$ cat src/rtl/trbp_pkg.sv
`timescale 1ns / 1ps
// shared sizes, request codes and status codes of the typed buffer pool
// no dependencies; used by trbp_ram users and the top level

package trbp_pkg;

    // pool geometry
    localparam int SLOTS_PER_CLASS = 16;
    localparam int REF_LIMIT       = 255;
    localparam int NUM_CLASSES     = 4;
    localparam int TOTAL_SLOTS     = NUM_CLASSES * SLOTS_PER_CLASS;

    // derived widths
    localparam int CLASS_W = 2;
    localparam int IDX_W   = (SLOTS_PER_CLASS > 1) ? $clog2(SLOTS_PER_CLASS) : 1;
    localparam int FC_W    = $clog2(SLOTS_PER_CLASS + 1);
    localparam int SA_W    = $clog2(TOTAL_SLOTS);
    localparam int CNT_W   = $clog2(REF_LIMIT + 1);

    // request codes
    localparam logic [1:0] REQ_ALLOC   = 2'd0;
    localparam logic [1:0] REQ_RELEASE = 2'd1;
    localparam logic [1:0] REQ_ADD     = 2'd2;

    // result status codes
    typedef enum logic [2:0] {
        ST_OK        = 3'd0,
        ST_EMPTY     = 3'd1,
        ST_BAD_CLASS = 3'd2,
        ST_NOT_ALLOC = 3'd3,
        ST_SATURATED = 3'd4,
        ST_NULL      = 3'd5
    } status_t;

endpackage

$ cat src/rtl/trbp_ram.sv
`timescale 1ns / 1ps
// generic single-write, single-read ram with registered read data
// no dependencies

module trbp_ram #(
    parameter int WIDTH = 8,
    parameter int DEPTH = 64
) (
    input  logic                     clk,
    input  logic                     we,
    input  logic [$clog2(DEPTH)-1:0] waddr,
    input  logic [WIDTH-1:0]         wdata,
    input  logic [$clog2(DEPTH)-1:0] raddr,
    output logic [WIDTH-1:0]         rdata
);

    logic [WIDTH-1:0] mem_reg [DEPTH];
    logic [WIDTH-1:0] rdata_reg;

    // write port and registered read port
    always_ff @(posedge clk)
    begin
        if (we)
        begin
            mem_reg[waddr] <= wdata;
        end
        rdata_reg <= mem_reg[raddr];
    end

    assign rdata = rdata_reg;

endmodule

$ cat src/rtl/typed_refcounted_buffer_pool.sv
`timescale 1ns / 1ps
// typed reference-counted buffer pool: per-class lifo free stacks and slot counts
// depends on trbp_pkg and trbp_ram
// a request taken while idle reads the stack and count memories, and the execute state
// writes them back and registers the result strobe (done); busy holds off a new request
// until the execute state is over; results cannot be stalled
// reset: free stacks and counts take their reset contents at once through per-entry
// valid flags, so a request can be taken as soon as reset is released

module typed_refcounted_buffer_pool (
    input  logic       clk,
    input  logic       rst_n,
    input  logic       start,
    output logic       busy,
    input  logic [1:0] req_type,
    input  logic [2:0] buf_class,
    input  logic       has_handle,
    input  logic [5:0] slot_id,
    output logic       done,
    output logic [2:0] status,
    output logic [5:0] granted_slot,
    output logic [7:0] count_after,
    output logic       returned_to_pool
);

    localparam int S = trbp_pkg::SLOTS_PER_CLASS;
    localparam int T = trbp_pkg::TOTAL_SLOTS;
    localparam int IDX_W = trbp_pkg::IDX_W;
    localparam int FC_W = trbp_pkg::FC_W;
    localparam int SA_W = trbp_pkg::SA_W;
    localparam int CNT_W = trbp_pkg::CNT_W;
    localparam int CLASS_W = trbp_pkg::CLASS_W;

    typedef enum logic {
        S_IDLE,
        S_EXEC
    } state_t;

    typedef enum logic [1:0] {
        OP_ALLOC,
        OP_RELEASE,
        OP_ADD,
        OP_NULL
    } op_t;

    state_t state_reg;
    logic   done_reg;
    trbp_pkg::status_t status_reg, status_next;
    logic [5:0] granted_reg, granted_next;
    logic [7:0] count_reg, count_next;
    logic       returned_reg, returned_next;
    logic [FC_W-1:0] free_count_reg [trbp_pkg::NUM_CLASSES];
    logic [FC_W-1:0] free_count_next [trbp_pkg::NUM_CLASSES];
    logic [T-1:0] stk_vld_reg;
    logic [T-1:0] ref_vld_reg;

    // request captured at the transfer
    op_t                op_reg;
    logic               class_ok_reg;
    logic               empty_reg;
    logic               sid_ok_reg;
    logic [CLASS_W-1:0] acls_reg;
    logic [IDX_W-1:0]   top_reg;
    logic [CLASS_W-1:0] rcls_reg;
    logic [IDX_W-1:0]   ridx_reg;
    logic [SA_W-1:0]    ref_addr_reg;
    logic               stk_vq_reg;
    logic               ref_vq_reg;

    // accept-side decode
    logic               accept;
    op_t                op_in;
    logic [CLASS_W-1:0] acls_in;
    logic [FC_W-1:0]    fc_in;
    logic [IDX_W-1:0]   top_in;
    logic [CLASS_W-1:0] rcls_in;
    logic [IDX_W-1:0]   ridx_in;
    logic [SA_W-1:0]    stk_raddr;
    logic [SA_W-1:0]    ref_raddr;

    // memory ports
    logic [IDX_W-1:0] stk_rdata;
    logic [CNT_W-1:0] ref_rdata;
    logic             stk_we;
    logic [SA_W-1:0]  stk_waddr;
    logic [IDX_W-1:0] stk_wdata;
    logic             ref_we;
    logic [SA_W-1:0]  ref_waddr;
    logic [CNT_W-1:0] ref_wdata;

    // execute-side values
    logic [IDX_W-1:0] stk_data;
    logic [CNT_W-1:0] ref_data;
    logic [SA_W-1:0]  alloc_slot;
    logic [SA_W-1:0]  push_addr;
    logic [CNT_W-1:0] cnt_dec;
    logic [CNT_W-1:0] cnt_inc;

    assign busy   = (state_reg == S_EXEC);
    assign accept = start && !busy;

    // decode the request and form the memory read addresses
    always_comb
    begin
        acls_in = buf_class[CLASS_W-1:0];
        fc_in   = free_count_reg[acls_in];
        top_in  = IDX_W'(fc_in - FC_W'(1));
        rcls_in = '0;
        for (int c = 1; c < trbp_pkg::NUM_CLASSES; c++)
        begin
            if (int'(slot_id) >= c * S)
            begin
                rcls_in = CLASS_W'(c);
            end
        end
        ridx_in   = IDX_W'(int'(slot_id) - int'(rcls_in) * S);
        stk_raddr = SA_W'(int'(acls_in) * S + int'(top_in));
        ref_raddr = SA_W'(slot_id);
        if (req_type == trbp_pkg::REQ_ALLOC)
        begin
            op_in = OP_ALLOC;
        end
        else if (req_type == trbp_pkg::REQ_RELEASE && has_handle)
        begin
            op_in = OP_RELEASE;
        end
        else if (req_type == trbp_pkg::REQ_ADD && has_handle)
        begin
            op_in = OP_ADD;
        end
        else
        begin
            op_in = OP_NULL;
        end
    end

    // capture the decoded request
    always_ff @(posedge clk)
    begin
        if (accept)
        begin
            op_reg       <= op_in;
            class_ok_reg <= (int'(buf_class) < trbp_pkg::NUM_CLASSES);
            empty_reg    <= (fc_in == '0);
            sid_ok_reg   <= (int'(slot_id) < T);
            acls_reg     <= acls_in;
            top_reg      <= top_in;
            rcls_reg     <= rcls_in;
            ridx_reg     <= ridx_in;
            ref_addr_reg <= ref_raddr;
            stk_vq_reg   <= stk_vld_reg[stk_raddr];
            ref_vq_reg   <= ref_vld_reg[ref_raddr];
        end
    end

    // free stacks of all classes
    trbp_ram #(
        .WIDTH (IDX_W),
        .DEPTH (T)
    ) u_stack_ram (
        .clk   (clk),
        .we    (stk_we),
        .waddr (stk_waddr),
        .wdata (stk_wdata),
        .raddr (stk_raddr),
        .rdata (stk_rdata)
    );

    // reference counts of all slots
    trbp_ram #(
        .WIDTH (CNT_W),
        .DEPTH (T)
    ) u_count_ram (
        .clk   (clk),
        .we    (ref_we),
        .waddr (ref_waddr),
        .wdata (ref_wdata),
        .raddr (ref_raddr),
        .rdata (ref_rdata)
    );

    // entries never written read as their reset contents
    assign stk_data   = stk_vq_reg ? stk_rdata : top_reg;
    assign ref_data   = ref_vq_reg ? ref_rdata : '0;
    assign alloc_slot = SA_W'(int'(acls_reg) * S + int'(stk_data));
    assign push_addr  = SA_W'(int'(rcls_reg) * S + int'(free_count_reg[rcls_reg]));
    assign cnt_dec    = ref_data - CNT_W'(1);
    assign cnt_inc    = ref_data + CNT_W'(1);

    // read-modify-write of stack, counts and free counters
    always_comb
    begin
        status_next   = trbp_pkg::ST_OK;
        granted_next  = '0;
        count_next    = '0;
        returned_next = 1'b0;
        stk_we        = 1'b0;
        stk_waddr     = push_addr;
        stk_wdata     = ridx_reg;
        ref_we        = 1'b0;
        ref_waddr     = ref_addr_reg;
        ref_wdata     = '0;
        for (int c = 0; c < trbp_pkg::NUM_CLASSES; c++)
        begin
            free_count_next[c] = free_count_reg[c];
        end
        case (op_reg)
            OP_ALLOC:
            begin
                if (!class_ok_reg)
                begin
                    status_next = trbp_pkg::ST_BAD_CLASS;
                end
                else if (empty_reg)
                begin
                    status_next = trbp_pkg::ST_EMPTY;
                end
                else
                begin
                    ref_we    = 1'b1;
                    ref_waddr = alloc_slot;
                    ref_wdata = CNT_W'(1);
                    free_count_next[acls_reg] = FC_W'(top_reg);
                    granted_next = 6'(alloc_slot);
                    count_next   = 8'd1;
                end
            end
            OP_RELEASE:
            begin
                if (!sid_ok_reg || ref_data == '0)
                begin
                    status_next = trbp_pkg::ST_NOT_ALLOC;
                end
                else
                begin
                    ref_we     = 1'b1;
                    ref_wdata  = cnt_dec;
                    count_next = 8'(cnt_dec);
                    if (cnt_dec == '0 && int'(free_count_reg[rcls_reg]) < S)
                    begin
                        stk_we        = 1'b1;
                        returned_next = 1'b1;
                        free_count_next[rcls_reg] = free_count_reg[rcls_reg] + FC_W'(1);
                    end
                end
            end
            OP_ADD:
            begin
                if (!sid_ok_reg || ref_data == '0)
                begin
                    status_next = trbp_pkg::ST_NOT_ALLOC;
                end
                else if (int'(ref_data) >= trbp_pkg::REF_LIMIT)
                begin
                    status_next = trbp_pkg::ST_SATURATED;
                    count_next  = 8'(ref_data);
                end
                else
                begin
                    ref_we     = 1'b1;
                    ref_wdata  = cnt_inc;
                    count_next = 8'(cnt_inc);
                end
            end
            default:
            begin
                status_next = trbp_pkg::ST_NULL;
            end
        endcase
        // memories are written back only in the execute cycle
        if (state_reg != S_EXEC)
        begin
            stk_we = 1'b0;
            ref_we = 1'b0;
        end
    end

    // sequencer, free counters, valid flags and registered results
    always_ff @(posedge clk or negedge rst_n)
    begin
        if (!rst_n)
        begin
            state_reg    <= S_IDLE;
            done_reg     <= 1'b0;
            status_reg   <= trbp_pkg::ST_OK;
            granted_reg  <= '0;
            count_reg    <= '0;
            returned_reg <= 1'b0;
            stk_vld_reg  <= '0;
            ref_vld_reg  <= '0;
            for (int c = 0; c < trbp_pkg::NUM_CLASSES; c++)
            begin
                free_count_reg[c] <= FC_W'(S);
            end
        end
        else
        begin
            case (state_reg)
                S_IDLE:
                begin
                    done_reg <= 1'b0;
                    if (start)
                    begin
                        state_reg <= S_EXEC;
                    end
                end
                S_EXEC:
                begin
                    state_reg    <= S_IDLE;
                    done_reg     <= 1'b1;
                    status_reg   <= status_next;
                    granted_reg  <= granted_next;
                    count_reg    <= count_next;
                    returned_reg <= returned_next;
                    for (int c = 0; c < trbp_pkg::NUM_CLASSES; c++)
                    begin
                        free_count_reg[c] <= free_count_next[c];
                    end
                    if (stk_we)
                    begin
                        stk_vld_reg[stk_waddr] <= 1'b1;
                    end
                    if (ref_we)
                    begin
                        ref_vld_reg[ref_waddr] <= 1'b1;
                    end
                end
                default:
                begin
                    state_reg <= S_IDLE;
                    done_reg  <= 1'b0;
                end
            endcase
        end
    end

    assign done             = done_reg;
    assign status           = status_reg;
    assign granted_slot     = granted_reg;
    assign count_after      = count_reg;
    assign returned_to_pool = returned_reg;

    // a transfer always enters the execute state, which leads to exactly one result strobe
    a_accept_busy: assert property (@(posedge clk) disable iff (!rst_n)
        start && !busy |=> busy)
        else $error("request transfer did not enter execution");

    a_busy_done: assert property (@(posedge clk) disable iff (!rst_n)
        busy |=> done && !busy)
        else $error("execution cycle did not produce a result strobe");

    a_done_once: assert property (@(posedge clk) disable iff (!rst_n)
        done |=> !done)
        else $error("result strobe held for more than one cycle");

    a_return_zero: assert property (@(posedge clk) disable iff (!rst_n)
        done && returned_to_pool |-> status == trbp_pkg::ST_OK && count_after == 8'd0)
        else $error("slot returned to pool with a nonzero count");

    a_fail_clean: assert property (@(posedge clk) disable iff (!rst_n)
        done && status != trbp_pkg::ST_OK |-> granted_slot == 6'd0 && !returned_to_pool)
        else $error("failed request granted or returned a slot");

endmodule
$ cat config.mk
export PLATFORM = sky130hd
export DESIGN_NAME = typed_refcounted_buffer_pool
export DESIGN_NICKNAME = d
export VERILOG_FILES = /design/src/rtl/trbp_pkg.sv /design/src/rtl/trbp_ram.sv /design/src/rtl/typed_refcounted_buffer_pool.sv
export SDC_FILE = /design/constraint.sdc
export NUM_CORES = 1
export LEC_CHECK = 0
export ABC_CLOCK_PERIOD_IN_PS = 17070
export BUFFER_PORTS_ARGS = -buffer_cell sky130_fd_sc_hd__buf_2
export CORE_ASPECT_RATIO = 1.75
export CORE_MARGIN = 3
export CORE_UTILIZATION = 45
export DETAILED_ROUTE_END_ITERATION = 7
export SYNTH_ARGS = -nofsm -noshare
export SYNTH_HDL_FRONTEND = slang
export SYNTH_HIERARCHICAL = 1
export SYNTH_SLANG_ARGS = --single-unit
$ cat constraint.sdc
create_clock -name clk -period 17.07 [get_ports clk]
set_input_delay 2.5605 -clock clk [delete_from_list [all_inputs] [get_ports clk]]
set_output_delay 2.5605 -clock clk [all_outputs]
set_load 0.1 [all_outputs]
==> results of run 1 <==
-- cells by family (layout without fill, tap and decap cells) --
group,count (synthesis),after routing
adders and majority gates,7,7
buffers and inverters,150,265
DFF,968,968
and+or+nand+nor,509,509
xor gates and xnor gates,15,15
AOI/OAI and AO/OA,346,346
muxes,294,294
-- power breakdown --
part	switching [uW]	total (uW)	internal, uW
Sequential	33.9	2640	2610
Combinational	295	450	156
Clock	895	2080	1180
-- area by class of cell --
| class | count | area, um2 |
|---|---|---|
| Tap cell | 1168 | 1460 |
| Multi-Input combinational cell | 1171 | 11100 |
| Clock buffer | 102 | 2280 |
| Inverter | 33 | 126 |
| Clock inverter | 61 | 772 |
| Timing Repair Buffer | 69 | 454 |
| Sequential cell | 968 | 28100 |
| Fill cell | 7225 | 43900 |
-- Yosys cell counts (21+ instances only) --
library cell / instances / area [um2]
a21o_1: 99 / 743
a21oi_1: 28 / 140
buf_2: 22 / 110
clkbuf_1: 45 / 169
dfrtp_1: 164 / 4100
edfxtp_1: 788 / 23700
inv_1: 30 / 113
mux2i_1: 49 / 490
mux4_1: 21 / 552
mux4_2: 204 / 4590
nand2_1: 110 / 413
nand2b_1: 23 / 144
nand3_1: 41 / 205
nor2_1: 209 / 785
nor2b_1: 30 / 188
nor3_1: 25 / 125
o21ai_0: 31 / 155
o21bai_1: 32 / 240
-- through the flow --
stage	instance area, um2	power (uW)
global route	44300	5340
CTS	44300	5220
floorplan	40100	3010
global placement	41300	3130
finish	44300	5170
detailed placement	41300	3150
-- how the worst min path moves through the flow --
stage	from	to	slack [ps]	cells past startpoint
floorplan	stk_vld_reg[0]	stk_vld_reg[0]	420	1
global route	ref_vld_reg[34]	ref_vld_reg[34]	470	1
finish	ref_vld_reg[27]	ref_vld_reg[27]	450	1
global placement	ref_vld_reg[27]	ref_vld_reg[27]	430	1
CTS	stk_vld_reg[0]	stk_vld_reg[0]	460	1
detailed placement	stk_vld_reg[0]	stk_vld_reg[0]	440	1
-- routing by layer --
metal	share of wire [%]	routed length, um	GRT usage, %	vias to the layer above
li1	-	-	-	9188
met5	0	0	0	-
met2	55	53600	38.8	733
met4	5.0	4940	10.7	0
met3	4.5	4410	2.53	209
met1	36	35100	24.5	11300
-- worst register-to-register path, cell delays in order, from the launching register on --
cell and delay (ps):
edfxtp_1 670, nand2_1 280, ha_1 440, inv_1 110, or3_2 420, a32oi_1 580
nand2b_1 140, nor4b_2 850, nor2b_1 350, nand3_1 510, nor2_1 560
==> flow_summary.toml, run 1 <==
[timing]
slew_headroom_pct = 27.3
skew_ps = 43.8
worst_pin_slew_ps = 1090
whs_ps = 452
max_freq_mhz = 153
final-hold-violation-count = 0
rsz0062_at_grt = "no"
fin_crit_sh_pct = 38.3
fin_crit_ps = 6540
drv_slew = 0
finalSetupViolations = 0
fin_tns_setup_ps = 0
worst_slack_ps = 10530

[placement]
placedCellCount = 3409
hpwl_um = 64800
dpl_worst_slack_ps = 9930
portBuffers = 34
place_congestion = 0.886

[setup_path]
worstSetupPathDepth = 11
cp_slowest_cell = "mux4_2"
crit_required_ps = 17700
critPathMaxStageDelay_ps = 930
r2r_setup_slack_ps = 11780
r2r_cells = 10
cp-endpoint = "u_stack_ram/rdata[1]"
critPathKind = "in2reg"
crit_chain = "buf_2 > buf_4 > mux4_2 > inv_4 > ha_1 > xnor2_2 > inv_2 > clkinv_1 > mux2i_1 > a21oi_1 > a22o_1"
r2r_end = "u_stack_ram/mem_reg[30][0]"
crit_arrival_ps = 7170
path_delay_family = "buffers and inverters"
crit_buf_inv = 5
endpoint_kind = "register"
crit_start = "buf_class[0]"
timing.rr.start = "ref_vq_reg"
critPathMaxFanout = 42
start_kind = "input pin"

[synthesis]
syn_nets = 2311
synth_top_family_by_area = "multiplexers"
synth-seq-area-share_pct = 70.1
async_reset_ff_share_pct = 17.4
synth-adder-area-share_pct = 0.218
synth_edf_count = 788
ys_ff_latch = 968
syn_avg_cell_area_um2 = 17.5
synth.distinct_cells = 88
syn_area_um2 = 40100
ys_warn_count = 6
synth_mux_area_share_pct = 14.6
syn_inst = 2289
synth-main-ff-cell = "edfxtp_1"
synth-compound-area-share_pct = 6.37
synth_xor_area_share_pct = 0.346
synth-simple-area-share_pct = 6.00

[global_routing]
antenna_found_initial = 0
grt_max_degree = 114
grt_usage_pct = 21.3
grt_pass1_wl_um = 146000
grt_pass1_vias = 22400
grt_overflow = 0

[die]
die_area_um2 = 92800
io_pins = 35
die_width_um = 232
fp.coreArea_um2 = 88300
start_util_pct = 45.4
num_rows = 144
die_h_um = 401

[hold_path]
hold_class = "reg2reg"

[routing]
ant_nets = 0
vias = 21400
drt_iter0_drc = 1792
post_drt_via_cell_ratio = 6.00
drt_wl_total_um = 98000
wire_per_inst_um = 27.4
dr.pass1.iters = 5
drcViolationCount = 0

[clocking]
clk_pin_slew_worst_paths_ps = 70
cts_made_buffers = 87
cts_setup_buffers = 0
cts-root-buf = "clkbuf_16"
clk_latency_ps = 690
cts_buffer_depth = 3
cts.sinks = 968
ctsHoldBuffers = 0
cts_tree = "done"
h-tree-depth = 3
cts_resized = 0

[power]
ir_worst_vdd_uv = 79.1
leakagePower_uw = 0.0157
power_density_nw_per_um2 = 117

[finish]
finalNonFillerCells = 3572
mostFrequentLayoutCells = "edfxtp_1, nor2_1, mux4_2, dfrtp_1, nand2_1"
final_nets = 2352
area_delta_synth_final_pct = 10.6
largest_reg_flops = 512
layout_commonest_cell = "edfxtp_1"
num_antenna_cells = 0
fin_util_pct = 50.2
drive_gt1_share_pct = 20.2

[run]
maxCapViolations = 0

[outcome]
status = "finished, final reports clean"
No activity file was read; power rests on OpenSTA's default activity.
==> run 2, diff against run 1 <==
ABC_AREA = 1   (was default)
ABC_CLOCK_PERIOD_IN_PS = 5700   (was 17070)
clock period = 5.7 ns   (was 17.07 ns; I/O delays follow)
==> run 2 against run 1 <==
Count of clock-buffer cells in the layout rose by 8. Non-clock buffer count rose by 25. Worst setup slack got worse by 9200 ps. Sequential power rose to 3.0 times the previous value. Via count rose by 36%. Die area rose by 5.2%. Routed wire length rose by 19%. Flip-flop and latch count did not move.
==> flow_summary.toml, run 2 <==
[placement]
dpl_worst_slack_ps = 1120
portBuffers = 34
hpwl_um = 74900
place_congestion = 0.915

[die]
die_width_um = 238
die_area_um2 = 97700
die_h_um = 411
num_rows = 148
fp.coreArea_um2 = 93000
io_pins = 35
start_util_pct = 45.4

[clocking]
cts_buffer_depth = 3
clk_pin_slew_worst_paths_ps = 70
cts-root-buf = "clkbuf_16"
h-tree-depth = 3
cts_setup_buffers = 0
cts_tree = "done"
cts_resized = 0
ctsHoldBuffers = 0
cts.sinks = 968
clk_latency_ps = 690
cts_made_buffers = 88

[setup_path]
endpoint_kind = "register"
critPathMaxFanout = 9
crit_required_ps = 6000
crit_arrival_ps = 4720
critPathKind = "reg2reg"
start_kind = "register"

[synthesis]
yosysTopAreaCell = "edfxtp_1"
synth_most_common_cell = "nand2_1"
synthTopCellsByArea = "edfxtp_1, nand2_1, nand3_1, dfrtp_1, buf_6"
synth_top_cell_area_share_pct = 56.0
async_reset_ff_share_pct = 17.4
syn_nets = 4067
syn_inst = 4045
synth-main-ff-cell = "edfxtp_1"
syn_avg_cell_area_um2 = 10.4
ys_ff_latch = 968
ys_warn_count = 6
syn_area_um2 = 42200
synth.distinct_cells = 45
synth_edf_count = 788
synth_common_cells = "nand2_1, nand3_1, edfxtp_1"
synth-seq-area-share_pct = 66.6

[finish]
num_antenna_cells = 0
area_delta_synth_final_pct = 8.80
layout_commonest_cell = "nand2_1"
drive_gt1_share_pct = 7.46
mostFrequentLayoutCells = "nand2_1, nand3_1, edfxtp_1, inv_1, dfrtp_1"
final_nets = 4037
fillers = 8466
largest_reg_flops = 512

[timing]
worst_pin_slew_ps = 1140
rsz0062_at_grt = "no"
skew_ps = 18.9
fin_crit_ps = 4410
whs_ps = 67.6
fin_crit_sh_pct = 77.4
worst_slack_ps = 1290
fin_tns_setup_ps = 0
finalSetupViolations = 0
slew_headroom_pct = 23.9
drv_slew = 0
final-hold-violation-count = 0
max_freq_mhz = 227

[power]
ir_worst_vdd_uv = 294
power_density_nw_per_um2 = 345
leakagePower_uw = 0.0178

[routing]
drt_wl_total_um = 116000
drt_iter0_drc = 2339
wire_per_inst_um = 22.0
ant_nets = 0
post_drt_via_cell_ratio = 5.52
drcViolationCount = 0
dr.pass1.iters = 6
vias = 29200

[global_routing]
grt_pass1_vias = 28900
grt_pass1_wl_um = 174000
antenna_found_initial = 0
grt_overflow = 0
grt_max_degree = 170
grt_usage_pct = 23.8

[run]
maxCapViolations = 0

[outcome]
status = "finished, final reports clean"

[hold_path]
hold_class = "in2async"
## run 2: per-layer routing
layer / GRT usage, % / share of wire, % / wire length [um] / vias to the layer above
li1: - / - / - / 13800
met1: 25.1 / 34 / 39900 / 14100
met2: 44.3 / 54 / 62700 / 962
met3: 3.08 / 4.7 / 5470 / 326
met4: 15.5 / 7.2 / 8370 / 0
met5: 0 / 0 / 0 / -
## run 2: worst max-delay path, cell delays in order (launching register included)
cell and delay [ps]:
edfxtp_1 590, nand2_2 170, ha_1 250, nand2_2 110
nor2_2 50, nand3_1 110, nor2_1 90, nor2_1 180
nand2_2 180, nand3_1 120, nand2_2 120, inv_1 250
nand4_1 810, nor2_1 970
## run 2: logic make-up (layout without fill, tap and decap cells)
| group | Yosys count | in the layout | share of synthesized area (%) |
|---|---|---|---|
| simple gates | 2422 | 2422 | 24.7 |
| flops | 968 | 968 | 66.6 |
| buf+inv | 420 | 462 | 5.40 |
| compound gates | 220 | 220 | 2.95 |
| xor+xnor | 8 | 8 | 0.166 |
| fa+ha+maj | 7 | 7 | 0.207 |
## run 2: path summary, 6_finish.rpt
path / start / endpoint / slack, ps / cells past startpoint
setup / recovery: ref_vq_reg / u_count_ram/mem_reg[45][0] / 1290 / 13
hold / removal: rst_n / free_count_reg[6] / 70 / 1
setup reg to reg: ref_vq_reg / u_count_ram/mem_reg[45][0] / 1290 / 13
hold reg to reg: stk_vld_reg[31] / stk_vld_reg[31] / 450 / 2
max in group asynchronous: rst_n / ref_vld_reg[53] / 4430 / 2
min in group clk: buf_class[2] / class_ok_reg / 410 / 2
## run 2: final cells by class
| class | instances | area (um2) | area share, % |
|---|---|---|---|
| clock buffers | 110 | 2380 | 5.17 |
| clock inverters | 52 | 562 | 1.22 |
| inverters | 206 | 787 | 1.71 |
| multi-input cells | 2657 | 11900 | 25.9 |
| flip-flops and latches | 968 | 28100 | 61.2 |
| well taps | 1200 | 1500 | 3.27 |
| repair buffers | 94 | 702 | 1.53 |
## run 2: power breakdown
group          leakage (uW)  switching [uW]  internal [uW]  total (uW)
clock network       0.00145            2640           3430        6070
registers           0.00956            81.5           7860        7940
logic               0.00680            1410            415        1820
total                0.0178            4130          11700       15800
## run 2: stage by stage
stage          cells  utilization (%)  instance area [um2]  power, uW
2_1_floorplan   4045                -                42200       9300
3_3_place_gp    5125             46.3                43000       9900
3_5_place_dp    5125             46.3                43000       9910
4_1_cts         5287             49.4                45900      15900
5_1_grt         5287             49.4                45900      16400
6_report        5287             49.4                45900      15800
